`config.mk`:
```
export PLATFORM = sky130hd
export DESIGN_NAME = bmp_header_validator
export DESIGN_NICKNAME = d
export VERILOG_FILES = /design/src/rtl/core/bhv_pkg.sv /design/src/rtl/core/bhv_checker.sv /design/src/rtl/core/bhv_result_reg.sv /design/src/rtl/core/bmp_header_validator.sv
export VERILOG_INCLUDE_DIRS = /design/src /design/src/rtl/core
export SDC_FILE = /design/constraint.sdc
export NUM_CORES = 1
export LEC_CHECK = 0
export BUFFER_PORTS_ARGS = -buffer_cell sky130_fd_sc_hd__buf_2
export CAP_MARGIN = 20
export CORE_ASPECT_RATIO = 0.8
export CORE_UTILIZATION = 51
export DETAILED_ROUTE_END_ITERATION = 16
export GPL_TIMING_DRIVEN = 0
export PLACE_DENSITY = 0.82
export SYNTH_ARGS = -nofsm -noshare
export SYNTH_HDL_FRONTEND = slang
export SYNTH_SLANG_ARGS = --single-unit
export TNS_END_PERCENT = 20
```
`constraint.sdc`:
```
create_clock -name clk_i -period 9.65 [get_ports clk_i]
set_clock_uncertainty 0.2 [all_clocks]
set_input_delay 0.965 -clock clk_i [delete_from_list [all_inputs] [get_ports clk_i]]
set_output_delay 0.965 -clock clk_i [all_outputs]
set_load 0.01 [all_outputs]
```
`src/rtl/core/bmp_header_validator_defines.svh`:
```
// assertion macros shared by the bmp header validator rtl
`ifndef BMP_HEADER_VALIDATOR_DEFINES_SVH
`define BMP_HEADER_VALIDATOR_DEFINES_SVH

// same-cycle implication, checked out of reset
`define BHV_ASSERT_NOW(label, ante, cons, msg) \
  label: assert property (@(posedge clk_i) disable iff (!rst_ni) (ante) |-> (cons)) \
    else $error(msg);

// next-cycle implication, checked out of reset
`define BHV_ASSERT_NEXT(label, ante, cons, msg) \
  label: assert property (@(posedge clk_i) disable iff (!rst_ni) (ante) |=> (cons)) \
    else $error(msg);

`endif

```
`src/rtl/core/bhv_pkg.sv`:
```
// package: item types, status codes and header field layout
`default_nettype none

package bhv_pkg;

  localparam logic [5:0]  HeaderBytes  = 6'd54;
  localparam logic [5:0]  LastPos      = 6'd53;
  localparam logic [15:0] BmpSignature = 16'h4D42;
  localparam logic [31:0] InfoVersion  = 32'd40;
  localparam logic [31:0] MaxPalette   = 32'd256;
  localparam logic [15:0] DepthTrue    = 16'd24;
  localparam logic [15:0] DepthIndexed = 16'd8;

  typedef enum logic [3:0] {
    ST_OK          = 4'd0,
    ST_SIGNATURE   = 4'd1,
    ST_SIZE        = 4'd2,
    ST_RESERVED    = 4'd3,
    ST_VERSION     = 4'd4,
    ST_WIDTH       = 4'd5,
    ST_HEIGHT      = 4'd6,
    ST_PLANES      = 4'd7,
    ST_BPP         = 4'd8,
    ST_COMPRESSION = 4'd9,
    ST_PIXEL_SIZE  = 4'd10,
    ST_PAL_MISSING = 4'd11,
    ST_PAL_OVER    = 4'd12,
    ST_PAL_TRUE    = 4'd13
  } bhv_status_e;

  typedef enum logic [4:0] {
    FLD_SIGNATURE,
    FLD_FILE_SIZE,
    FLD_RESERVED1,
    FLD_RESERVED2,
    FLD_OFFSET,
    FLD_VERSION,
    FLD_WIDTH,
    FLD_HEIGHT,
    FLD_PLANES,
    FLD_DEPTH,
    FLD_COMPRESSION,
    FLD_PIXEL_SIZE,
    FLD_HRES,
    FLD_VRES,
    FLD_COLORS,
    FLD_IMPORTANT,
    FLD_NONE
  } bhv_field_e;

  typedef struct packed {
    logic [7:0]  data_byte;
    logic        start_of_header;
    logic [31:0] file_length;
  } bhv_in_t;

  typedef struct packed {
    logic [3:0]         status_code;
    logic [30:0]        image_width;
    logic signed [31:0] image_height;
    logic [15:0]        pixel_depth;
    logic [31:0]        palette_colors;
    logic [31:0]        pixel_offset;
  } bhv_out_t;

  typedef struct packed {
    logic     valid;
    bhv_out_t item;
  } bhv_res_t;

  // field that ends on a given header byte
  function automatic bhv_field_e field_of_pos(input logic [5:0] pos);
    bhv_field_e fld;
    case (pos)
      6'd1:    fld = FLD_SIGNATURE;
      6'd5:    fld = FLD_FILE_SIZE;
      6'd7:    fld = FLD_RESERVED1;
      6'd9:    fld = FLD_RESERVED2;
      6'd13:   fld = FLD_OFFSET;
      6'd17:   fld = FLD_VERSION;
      6'd21:   fld = FLD_WIDTH;
      6'd25:   fld = FLD_HEIGHT;
      6'd27:   fld = FLD_PLANES;
      6'd29:   fld = FLD_DEPTH;
      6'd33:   fld = FLD_COMPRESSION;
      6'd37:   fld = FLD_PIXEL_SIZE;
      6'd41:   fld = FLD_HRES;
      6'd45:   fld = FLD_VRES;
      6'd49:   fld = FLD_COLORS;
      6'd53:   fld = FLD_IMPORTANT;
      default: fld = FLD_NONE;
    endcase
    return fld;
  endfunction

  function automatic logic field_is_short(input bhv_field_e fld);
    return (fld inside {FLD_SIGNATURE, FLD_RESERVED1, FLD_RESERVED2, FLD_PLANES, FLD_DEPTH});
  endfunction

endpackage

`default_nettype wire

```
`src/rtl/core/bhv_checker.sv`:
```
// field assembly, header state and per-field checks
`default_nettype none
`include "bmp_header_validator_defines.svh"

module bhv_checker import bhv_pkg::*; (
  input  wire logic    clk_i,
  input  wire logic    rst_ni,
  input  wire logic    take_i,
  input  wire bhv_in_t item_i,
  output bhv_res_t     res_o
);

  logic [5:0]  pos_q, pos_d;
  logic [31:0] shf_q, shf_d;
  logic [31:0] sampled_q, sampled_d;
  logic [31:0] size_q, size_d;
  logic [31:0] offset_q, offset_d;
  logic [31:0] width_q, width_d;
  logic [31:0] height_q, height_d;
  logic [15:0] depth_q, depth_d;
  logic [31:0] colors_q, colors_d;
  logic        finished_q, finished_d;

  logic        start;
  logic        active;
  logic [5:0]  pos_cur;
  logic [31:0] shf_cur;
  logic [31:0] val;
  logic        indexed;
  logic        code_valid;
  bhv_status_e code;
  bhv_field_e  fld;

  always_comb begin
    start   = item_i.start_of_header;
    active  = start || !finished_q;
    pos_cur = start ? 6'd0 : pos_q;
    shf_cur = {item_i.data_byte, (start ? 24'h0 : shf_q[31:8])};
    fld     = field_of_pos(pos_cur);
    val     = field_is_short(fld) ? {16'h0, shf_cur[31:16]} : shf_cur;

    sampled_d = start ? item_i.file_length : sampled_q;
    size_d    = start ? 32'h0 : size_q;
    offset_d  = start ? 32'h0 : offset_q;
    width_d   = start ? 32'h0 : width_q;
    height_d  = start ? 32'h0 : height_q;
    depth_d   = start ? 16'h0 : depth_q;
    colors_d  = start ? 32'h0 : colors_q;
    shf_d     = shf_cur;
    pos_d     = pos_cur + 6'd1;
    indexed   = (depth_d == DepthIndexed);

    code_valid = 1'b0;
    code       = ST_OK;
    case (fld)
      FLD_SIGNATURE: begin
        code_valid = (val[15:0] != BmpSignature);
        code       = ST_SIGNATURE;
      end
      FLD_FILE_SIZE: begin
        size_d     = val;
        code_valid = (val != sampled_d);
        code       = ST_SIZE;
      end
      FLD_RESERVED1, FLD_RESERVED2: begin
        code_valid = (val != 32'h0);
        code       = ST_RESERVED;
      end
      FLD_OFFSET: offset_d = val;
      FLD_VERSION: begin
        code_valid = (val != InfoVersion);
        code       = ST_VERSION;
      end
      FLD_WIDTH: begin
        width_d    = val;
        code_valid = val[31] || (val == 32'h0);
        code       = ST_WIDTH;
      end
      FLD_HEIGHT: begin
        height_d   = val;
        code_valid = (val == 32'h0);
        code       = ST_HEIGHT;
      end
      FLD_PLANES: begin
        code_valid = (val != 32'd1);
        code       = ST_PLANES;
      end
      FLD_DEPTH: begin
        depth_d    = val[15:0];
        code_valid = (val[15:0] != DepthIndexed) && (val[15:0] != DepthTrue);
        code       = ST_BPP;
      end
      FLD_COMPRESSION: begin
        code_valid = (val != 32'h0);
        code       = ST_COMPRESSION;
      end
      FLD_PIXEL_SIZE: begin
        code_valid = (val != 32'h0) && (val != (size_d - offset_d));
        code       = ST_PIXEL_SIZE;
      end
      FLD_COLORS: begin
        colors_d = val;
        if ((val == 32'h0) && indexed) begin
          code_valid = 1'b1;
          code       = ST_PAL_MISSING;
        end else if ((val > MaxPalette) && indexed) begin
          code_valid = 1'b1;
          code       = ST_PAL_OVER;
        end else if ((val != 32'h0) && (depth_d == DepthTrue)) begin
          code_valid = 1'b1;
          code       = ST_PAL_TRUE;
        end
      end
      FLD_IMPORTANT: begin
        code_valid = 1'b1;
        code       = ((val > MaxPalette) && indexed) ? ST_PAL_OVER : ST_OK;
      end
      default: ;
    endcase

    // all fields passed once the last header byte is in
    if (!code_valid && (pos_d >= HeaderBytes)) begin
      code_valid = 1'b1;
      code       = ST_OK;
    end

    finished_d = code_valid;

    res_o.valid                = active && code_valid;
    res_o.item.status_code     = code;
    res_o.item.image_width     = width_d[30:0];
    res_o.item.image_height    = height_d;
    res_o.item.pixel_depth     = depth_d;
    res_o.item.palette_colors  = colors_d;
    res_o.item.pixel_offset    = offset_d;
  end

  always_ff @(posedge clk_i or negedge rst_ni) begin
    if (!rst_ni) begin
      pos_q      <= '0;
      shf_q      <= '0;
      sampled_q  <= '0;
      size_q     <= '0;
      offset_q   <= '0;
      width_q    <= '0;
      height_q   <= '0;
      depth_q    <= '0;
      colors_q   <= '0;
      finished_q <= 1'b1;
    end else if (take_i && active) begin
      pos_q      <= pos_d;
      shf_q      <= shf_d;
      sampled_q  <= sampled_d;
      size_q     <= size_d;
      offset_q   <= offset_d;
      width_q    <= width_d;
      height_q   <= height_d;
      depth_q    <= depth_d;
      colors_q   <= colors_d;
      finished_q <= finished_d;
    end
  end

  `BHV_ASSERT_NOW(a_idle_silent, !start && finished_q, !res_o.valid, "result while idle")
  `BHV_ASSERT_NOW(a_ok_at_end, res_o.valid && (code == ST_OK), pos_cur == LastPos, "ok too early")
  `BHV_ASSERT_NEXT(a_result_ends, take_i && res_o.valid, finished_q, "parse not closed after result")

endmodule

`default_nettype wire

```
`src/rtl/core/bhv_result_reg.sv`:
```
// output register holding one result item until taken
`default_nettype none
`include "bmp_header_validator_defines.svh"

module bhv_result_reg import bhv_pkg::*; (
  input  wire logic     clk_i,
  input  wire logic     rst_ni,
  input  wire logic     load_i,
  input  wire bhv_out_t item_i,
  output logic          free_o,
  output logic          out_valid_o,
  input  wire logic     out_ready_i,
  output bhv_out_t      out_item_o
);

  logic     valid_q, valid_d;
  bhv_out_t item_q;
  logic     depth_ok;

  assign free_o = !valid_q || out_ready_i;

  always_comb begin
    if (load_i) begin
      valid_d = 1'b1;
    end else if (out_ready_i) begin
      valid_d = 1'b0;
    end else begin
      valid_d = valid_q;
    end
  end

  always_ff @(posedge clk_i or negedge rst_ni) begin
    if (!rst_ni) begin
      valid_q <= 1'b0;
    end else begin
      valid_q <= valid_d;
    end
  end

  always_ff @(posedge clk_i) begin
    if (load_i) begin
      item_q <= item_i;
    end
  end

  assign out_valid_o = valid_q;
  assign out_item_o  = item_q;

  assign depth_ok = (item_q.pixel_depth == DepthIndexed) || (item_q.pixel_depth == DepthTrue);

  `BHV_ASSERT_NOW(a_no_overwrite, load_i, free_o, "result overwritten before taken")
  `BHV_ASSERT_NOW(a_ok_depth, valid_q && (item_q.status_code == ST_OK), depth_ok, "ok with bad depth")

endmodule

`default_nettype wire

```
`src/rtl/core/bmp_header_validator.sv`:
```
// top level: input register, header checker and result register
//
// Takes the 54 bytes of a bmp file header and info header, one byte per
// item on the input channel, and reports one result item per file.
// Set start_of_header on the first byte of each file, together with the
// file's real length in file_length. A result carries the first failing
// status code, or ok after the last header byte, plus the fields captured
// so far. Bytes after a result, or after reset, are dropped until the next
// start; a new start in mid-header drops the old parse silently.
// out_valid_o rises once the byte causing the result has passed the input
// register and then the result register. Throughput: one byte per cycle
// while the result register is free; every check works on the assembled
// field, some against fields captured earlier, and is done between the
// input and result registers.
// Reset leaves the parser idle with no result pending. While the receiver
// stalls, the pending result holds and one more byte is buffered in the
// input register; after that in_ready_o drops.
`default_nettype none
`include "bmp_header_validator_defines.svh"

module bmp_header_validator import bhv_pkg::*; (
  input  wire logic     clk_i,
  input  wire logic     rst_ni,
  input  wire logic     in_valid_i,
  output logic          in_ready_o,
  input  wire bhv_in_t  in_item_i,
  output logic          out_valid_o,
  input  wire logic     out_ready_i,
  output bhv_out_t      out_item_o
);

  logic     in_valid_q, in_valid_d;
  bhv_in_t  in_item_q;
  logic     out_free;
  logic     advance;
  logic     in_fire;
  bhv_res_t res;

  assign advance    = in_valid_q && out_free;
  assign in_ready_o = !in_valid_q || out_free;
  assign in_fire    = in_valid_i && in_ready_o;

  always_comb begin
    if (in_fire) begin
      in_valid_d = 1'b1;
    end else if (advance) begin
      in_valid_d = 1'b0;
    end else begin
      in_valid_d = in_valid_q;
    end
  end

  always_ff @(posedge clk_i or negedge rst_ni) begin
    if (!rst_ni) begin
      in_valid_q <= 1'b0;
    end else begin
      in_valid_q <= in_valid_d;
    end
  end

  always_ff @(posedge clk_i) begin
    if (in_fire) begin
      in_item_q <= in_item_i;
    end
  end

  bhv_checker u_checker (
    .clk_i  (clk_i),
    .rst_ni (rst_ni),
    .take_i (advance),
    .item_i (in_item_q),
    .res_o  (res)
  );

  bhv_result_reg u_result (
    .clk_i       (clk_i),
    .rst_ni      (rst_ni),
    .load_i      (advance && res.valid),
    .item_i      (res.item),
    .free_o      (out_free),
    .out_valid_o (out_valid_o),
    .out_ready_i (out_ready_i),
    .out_item_o  (out_item_o)
  );

  `BHV_ASSERT_NOW(a_empty_ready, !in_valid_q, in_ready_o, "empty input stage not ready")
  `BHV_ASSERT_NEXT(a_stall_hold, in_valid_q && !out_free, in_valid_q, "input item lost in stall")

endmodule

`default_nettype wire
```
**After elaboration in Yosys (flattened, before gate mapping)**

Memories as Yosys holds them, arrays and structs flattened.
Index checks and enable logic that the tools add are counted.

- Bits in registers: 436
- Memory bits (read-only): 320
- Input bits: 45
- Memories: 1

Memory list:

| name | depth | bits a word | rd ports | clocked after memory_dff | write ports | line | RTL |
|---|---|---|---|---|---|---|---|
| (no name shown) | 64 | 5 | 1 | 0 | 0 | bhv_pkg.sv:74 | `case (pos)` |

- Add/sub/neg operators: 2
- Magnitude comparators: 2
- Eq/ne operators: 22
- Multiplexer cells: 30
- Reductions and logical operators: 27

Operators with widths:

| kind | number |
|---|---|
| two-way mux 32 bit | 10 |
| != test 32 bit | 2 |
| two-way mux 31 bit | 2 |
| one-hot mux 4 bit (12 select lines) | 1 |
| > comparator 32 x 9 -> 1 bit (second input constant) | 1 |
| logical NOT 32 bit | 1 |
| two-way mux 16 bit | 2 |
| != test 32 x 1 -> 1 bit (second input constant) | 1 |
| != test 32 x 6 -> 1 bit (second input constant) | 1 |
| nonzero test 32 bit | 1 |
| subtractor 32 bit | 1 |
| == test 5 x 4 -> 1 bit (second input constant) | 6 |
| two-way mux 24 bit | 1 |
| == test 5 x 3 -> 1 bit (second input constant) | 4 |
| == test 16 x 4 -> 1 bit (second input constant) | 1 |
| == test 16 x 5 -> 1 bit (second input constant) | 1 |
| two-way mux 4 bit | 4 |
| != test 16 x 15 -> 1 bit (second input constant) | 1 |
| != test 16 x 4 -> 1 bit (second input constant) | 1 |
| != test 16 x 5 -> 1 bit (second input constant) | 1 |
| logical AND 1 bit | 11 |
| one-hot mux 1 bit (11 select lines) | 1 |
| == test 5 x 2 -> 1 bit (second input constant) | 2 |
| two-way mux 1 bit | 8 |
| 11 further kinds | 18 |

**Logic depth before layout (Yosys ltp)**

An unclocked memory read counts as a cell.

- Depth in word-level cells: 17
- Gate-level depth with buffers: 25
- Gate-level depth less buffers: 16

**Cells and area by module**

Synthesis repeated with hierarchy kept, for this count alone.

- Cell total of the unflattened synthesis: 2128
- Area total of the unflattened synthesis: 22066.2 um2

Modules (own cells, without submodules):

| module | instances | cells an instance | area an instance (um2) | sequential area each (um2) |
|---|---|---|---|---|
| bhv_checker | 1 | 1931 | 16306.9 | 5957.0 |
| bhv_result_reg | 1 | 150 | 4461.8 | 4439.3 |
| bmp_header_validator | 1 | 47 | 1297.5 | 1256.2 |

**Worst setup path after synthesis**

OpenSTA, ideal clock, no wires.

- Path type: register to register
- From: reg in_item_q[32] (netlist name)
- To: reg u_result.item_q (netlist bit u_result.out_item_o[0]), enable pin
- Setup time: 1.238 ns
- Arrival time: 7.868 ns
- Required time: 8.212 ns
- Slack: 0.344 ns
- Stages on the path, launching flop included: 24
- Path buffers: 9
- Clock period less this slack: 9.306 ns
- Path through: edfxtp_1 buf_6 buf_2 buf_2 buf_1 buf_2 buf_2 clkbuf_1 clkbuf_1 nor2b_1 ha_1 buf_6 a21o_1 a31o_1 a21o_1 a221o_1 a31oi_4 xnor2_1 o32a_1 a2111oi_0 and4_1 nand4_1 o31ai_2 nand2_1

- Longest elaborated chain between the ends: 16
- Elaborated cells on any way between the ends: 54
- Classes of those cells: add/sub: 2; order compare: 2; eq/ne: 21; mux: 12; reduce/logical: 16; memory: 1

RTL lines:

| what | line | RTL |
|---|---|---|
| start: declaration | bmp_header_validator.sv:33 | `bhv_in_t in_item_q;` |
| start signal: assignment | bmp_header_validator.sv:63 | `in_item_q <= in_item_i;` |
| parallel branches: the longest is 14 deep, another holds > comparator 32 x 9 -> 1 bit | -- |  |
| logical AND 1 bit * | bhv_checker.sv:129 | `res_o.valid = active && code_valid;` |
| logical AND 1 bit * | bmp_header_validator.sv:78 | `.load_i (advance && res.valid),` |
| via u_result.load_i | bhv_result_reg.sv:8 | `input wire logic load_i,` |
| end signal: assignment | bhv_result_reg.sv:42 | `item_q <= item_i;` |
| end: declaration | bhv_result_reg.sv:17 | `bhv_out_t item_q;` |

Mark *: on every way through the listed nets, which the timed path passes.
A chain may end at the register's enable or synchronous reset.

**Worst setup path in the final report**

- From: reg in_item_q[32] (netlist name)
- To: reg u_result.item_q (netlist bit u_result.out_item_o[2]), enable pin

Same word-level chain as after synthesis.

==> impl_metrics.env <==
export IMPL_post_dp_cell_area_um2=24100
export IMPL_core_um2=42400
export IMPL_synth_seq_area_share_pct=52.5
export IMPL_postLayoutCoreUtil_pct=60.1
export IMPL_period_needed_ns=9.60
export IMPL_setup_worst_path_class="reg -> reg"
export IMPL_finalCritPeriodShare_pct=99.5
export IMPL_cts_tree="yes"
export IMPL_worst_r2r_cell_count=24
export IMPL_final_nets=2640
export IMPL_grt_max_degree=103
export IMPL_grt_pass1_wl_um=123000
export IMPL_maxCapViolations=0
export IMPL_cp_max_fo=70
export IMPL_avgSynthCellArea_um2=9.60
export IMPL_startpoint_type="flip-flop"
export IMPL_antenna_found_initial=4
export IMPL_hold_ws_ns=0.129
export IMPL_firstDrtPassIters=5
export IMPL_drv_slew=0
export IMPL_drive_gt1_share_pct=15.2
export IMPL_insertion_delay_ns=0.59
export IMPL_rows=67
export IMPL_hp_class="in -> async"
export IMPL_clkSinkCount=428
export IMPL_initialDrtViolationCount=2855
export IMPL_slew_headroom_pct=17.1
export IMPL_io_buffers=193
export IMPL_setup_viol=0
export IMPL_ff2ff_setup_slack_ns=0.05
export IMPL_cts_buffers=43
export IMPL_first_global_vias=19488
export IMPL_max_freq_mhz=104
export IMPL_routed_wl_um=82600
export IMPL_initial_core_util_pct=52.4
export IMPL_clock_path_buffers=3
export IMPL_die_x_um=235
export IMPL_power_density_nw_per_um2=275
export IMPL_stdcell_area_um2=25500
export IMPL_die_y_um=189
export IMPL_fin_cells=3150
export IMPL_netlist_instances=2313
export IMPL_drt_wirelength_per_cell_um=26.2
export IMPL_yosys_warnings=0
export IMPL_synth_flop_cell="dfrtp_1"
export IMPL_grt_ovfl_total=0
export IMPL_gp_congestion=1.01
export IMPL_worstSetupEndpointType="flip-flop"
export IMPL_synth_enable_flop_cells=188
export IMPL_via_per_inst=6.47
export IMPL_syn_area_um2=22200
export IMPL_critPathArrivalTime_ns=9.69
export IMPL_cp_required_ns=9.74
export IMPL_postSynth_asyncResetShare_pct=56.1
export IMPL_ios=194
export IMPL_syn2layout_area_growth_pct=14.8
export IMPL_leakage_nw=10.8
export IMPL_crit_end="u_result.out_item_o[2]$_DFFE_PP_"
export IMPL_startpoint="in_item_q[32]$_DFFE_PP_"
export IMPL_ys_ff_latch=428
export IMPL_design_die_area_um2=44400
export IMPL_max_slew_worst_pin_slew_ns=1.23
export IMPL_drc=0
export IMPL_vdd_ir_drop_max_mv=0.212
export IMPL_reg2reg_from="in_item_q[32]$_DFFE_PP_"
export IMPL_clk_pin_slew_ns=0.07
export IMPL_synthesis_nets=2393
export IMPL_yosysUniqueCellTypes=103
export IMPL_drtAntennaViolNets=0
export IMPL_dr_total_vias=20379
export IMPL_dp_cells=3068
export IMPL_htree_levels=2
export IMPL_grt_use_total_pct=37.1
export IMPL_status="finished clean"
export IMPL_rr_endpoint="u_result.out_item_o[2]$_DFFE_PP_"
export IMPL_hold_viol=0
export IMPL_root_buffer="clkbuf_16"
export IMPL_dpl_hpwl_um=60700
export IMPL_total_power_w=0.00701
export IMPL_rsz0062_at_grt="no"
[worst max-delay path: stages (launching register included)]
cell	delay (ns)
edfxtp_1	0.49
buf_6	0.24
buf_2	0.39
buf_2	0.53
buf_2	0.39
buf_2	0.39
clkbuf_2	0.48
buf_1	0.59
nor2b_1	0.16
ha_1	0.28
ha_1	0.20
o21a_1	0.13
a21oi_4	0.40
mux2i_4	0.51
nor2_2	0.19
clkbuf_1	0.35
o31ai_1	0.36
o221ai_1	0.17
a2111oi_1	0.56
and4_1	0.27
nand4_1	0.12
o31ai_2	0.76
nand2_4	0.36
buf_16	0.32
buf_16	0.28
[registers in the layout, summed over array words and instances, names as in the netlist]
register / count
u_checker.pos_q: 6
u_checker.shf_q: 24
u_checker.colors_q: 32
u_checker.offset_q: 32
u_result.out_valid_o: 1
in_valid_q: 1
u_checker.size_q: 32
u_checker.width_q: 31
in_item_q: 41
u_checker.sampled_q: 32
u_checker.height_q: 32
u_result.out_item_o: 147
u_checker.finished_q: 1
u_checker.depth_q: 16
[per-stage QoR]
| step | setup slack [ns] | setup TNS [ns] |
|---|---|---|
| floorplan | 0.344 | 0 |
| global placement | -4.11 | -597.81 |
| detailed placement | -0.297 | -20.07 |
| CTS | 0.214 | 0 |
| global route | 0.0773 | 0 |
| finish | 0.0510 | 0 |
[cell type report]
class | count | area (um2)
diodes | 3 | 7.51
clock inverters | 27 | 258
clock buffers | 53 | 1150
fillers | 3507 | 16900
multi-input cells | 1699 | 9800
plain buffers | 158 | 682
repair buffers | 204 | 1160
well taps | 552 | 691
flip-flops and latches | 428 | 11700
inverters | 26 | 97.6
[cell usage in the layout (no fill, tap or decap), types with 8 or more instances in the layout]
cell,n
a211oi_1,16
a21o_1,18
a21oi_1,93
a22o_1,10
a22oi_1,12
a31oi_1,9
and3_1,8
buf_1,24
buf_2,211
buf_4,9
clkbuf_1,108
clkbuf_16,44
clkinv_1,11
dfrtp_1,239
edfxtp_1,188
ha_1,34
inv_1,26
mux2_2,52
mux2i_1,28
nand2_1,397
nand2b_1,15
nand3_1,124
nand4_1,12
nor2_1,293
nor2b_1,43
nor3_1,30
nor4_1,13
o211ai_1,18
o21ai_0,197
o22ai_1,12
o31ai_1,27
or3_1,10
xnor2_1,39
xor2_1,17
[power by group]
group	switching, W	leakage, nW	total (W)	internal, W
Combinational	0.00188	5.19	0.00273	0.000849
Sequential	0.000254	4.91	0.00257	0.00232
Clock	0.000742	0.687	0.00171	0.000964
[timing repair]
action                     4_1_cts  5_1_grt
hold buffers                     0        0
cloned                           0        0
setup endpoints to repair      125       93
buffers inserted                 0        0
resized for setup                3        2
[worst min-delay path by stage]
stage                                                  start                                  to  slack (ns)  cells past startpoint
after floorplan           u_checker.sampled_q[9]$_DFFE_PN0P_  u_checker.sampled_q[9]$_DFFE_PN0P_        0.24                      2
after global placement      u_checker.size_q[16]$_DFFE_PN0P_    u_checker.size_q[16]$_DFFE_PN0P_        0.25                      2
after detailed placement    u_checker.size_q[10]$_DFFE_PN0P_    u_checker.size_q[10]$_DFFE_PN0P_        0.26                      2
after CTS                                             rst_ni   u_checker.height_q[5]$_DFFE_PN0P_        0.15                      1
after global routing                                  rst_ni  u_checker.height_q[13]$_DFFE_PN0P_        0.19                      1
final                                                 rst_ni   u_checker.height_q[5]$_DFFE_PN0P_        0.13                      1
[cells by family after synthesis]
| family | Yosys count | synth area share, % |
|---|---|---|
| compound gates | 521 | 15.2 |
| simple gates | 1002 | 20.3 |
| mux | 85 | 4.32 |
| xor+xnor | 56 | 2.21 |
| buf+inv | 186 | 3.50 |
| flops | 428 | 52.5 |
| fa+ha+maj | 35 | 2.01 |
[Yosys cell counts, types with 6 or more instances]
| library cell | count | area (um2) |
|---|---|---|
| nand2_1 | 398 | 1490 |
| nor2_1 | 293 | 1100 |
| dfrtp_1 | 239 | 5980 |
| o21ai_0 | 197 | 986 |
| edfxtp_1 | 188 | 5650 |
| nand3_1 | 124 | 621 |
| clkbuf_1 | 104 | 390 |
| a21oi_1 | 94 | 470 |
| mux2_2 | 52 | 586 |
| nor2b_1 | 43 | 269 |
| xnor2_1 | 39 | 342 |
| ha_1 | 34 | 425 |
| nor3_1 | 30 | 150 |
| mux2i_1 | 29 | 290 |
| buf_1 | 27 | 101 |
| o31ai_1 | 27 | 203 |
| inv_1 | 26 | 97.6 |
| a21o_1 | 18 | 135 |
| o211ai_1 | 18 | 135 |
| buf_2 | 17 | 85.1 |
| xor2_1 | 17 | 149 |
| a211oi_1 | 16 | 120 |
| nand2b_1 | 15 | 93.8 |
| nor4_1 | 13 | 81.3 |
| a22oi_1 | 12 | 90.1 |
| nand4_1 | 12 | 75.1 |
| o22ai_1 | 12 | 75.1 |
| a22o_1 | 10 | 87.6 |
| or3_1 | 10 | 62.6 |
| a31oi_1 | 9 | 56.3 |
| o21ai_1 | 9 | 45.0 |
| and2_1 | 8 | 50.1 |
| and3_1 | 8 | 50.1 |
| buf_4 | 7 | 52.6 |
| o21a_1 | 7 | 52.6 |
| a221oi_1 | 6 | 52.6 |
| o41ai_1 | 6 | 52.6 |
| or2_2 | 6 | 37.5 |
[per-layer routing]
layer	track usage, %	routed length [um]
met1	51.4	33100
met5	0	13
met3	9.57	10300
met4	15.2	3610
met2	55.7	35500
No activity file was read; power rests on OpenSTA's default activity.
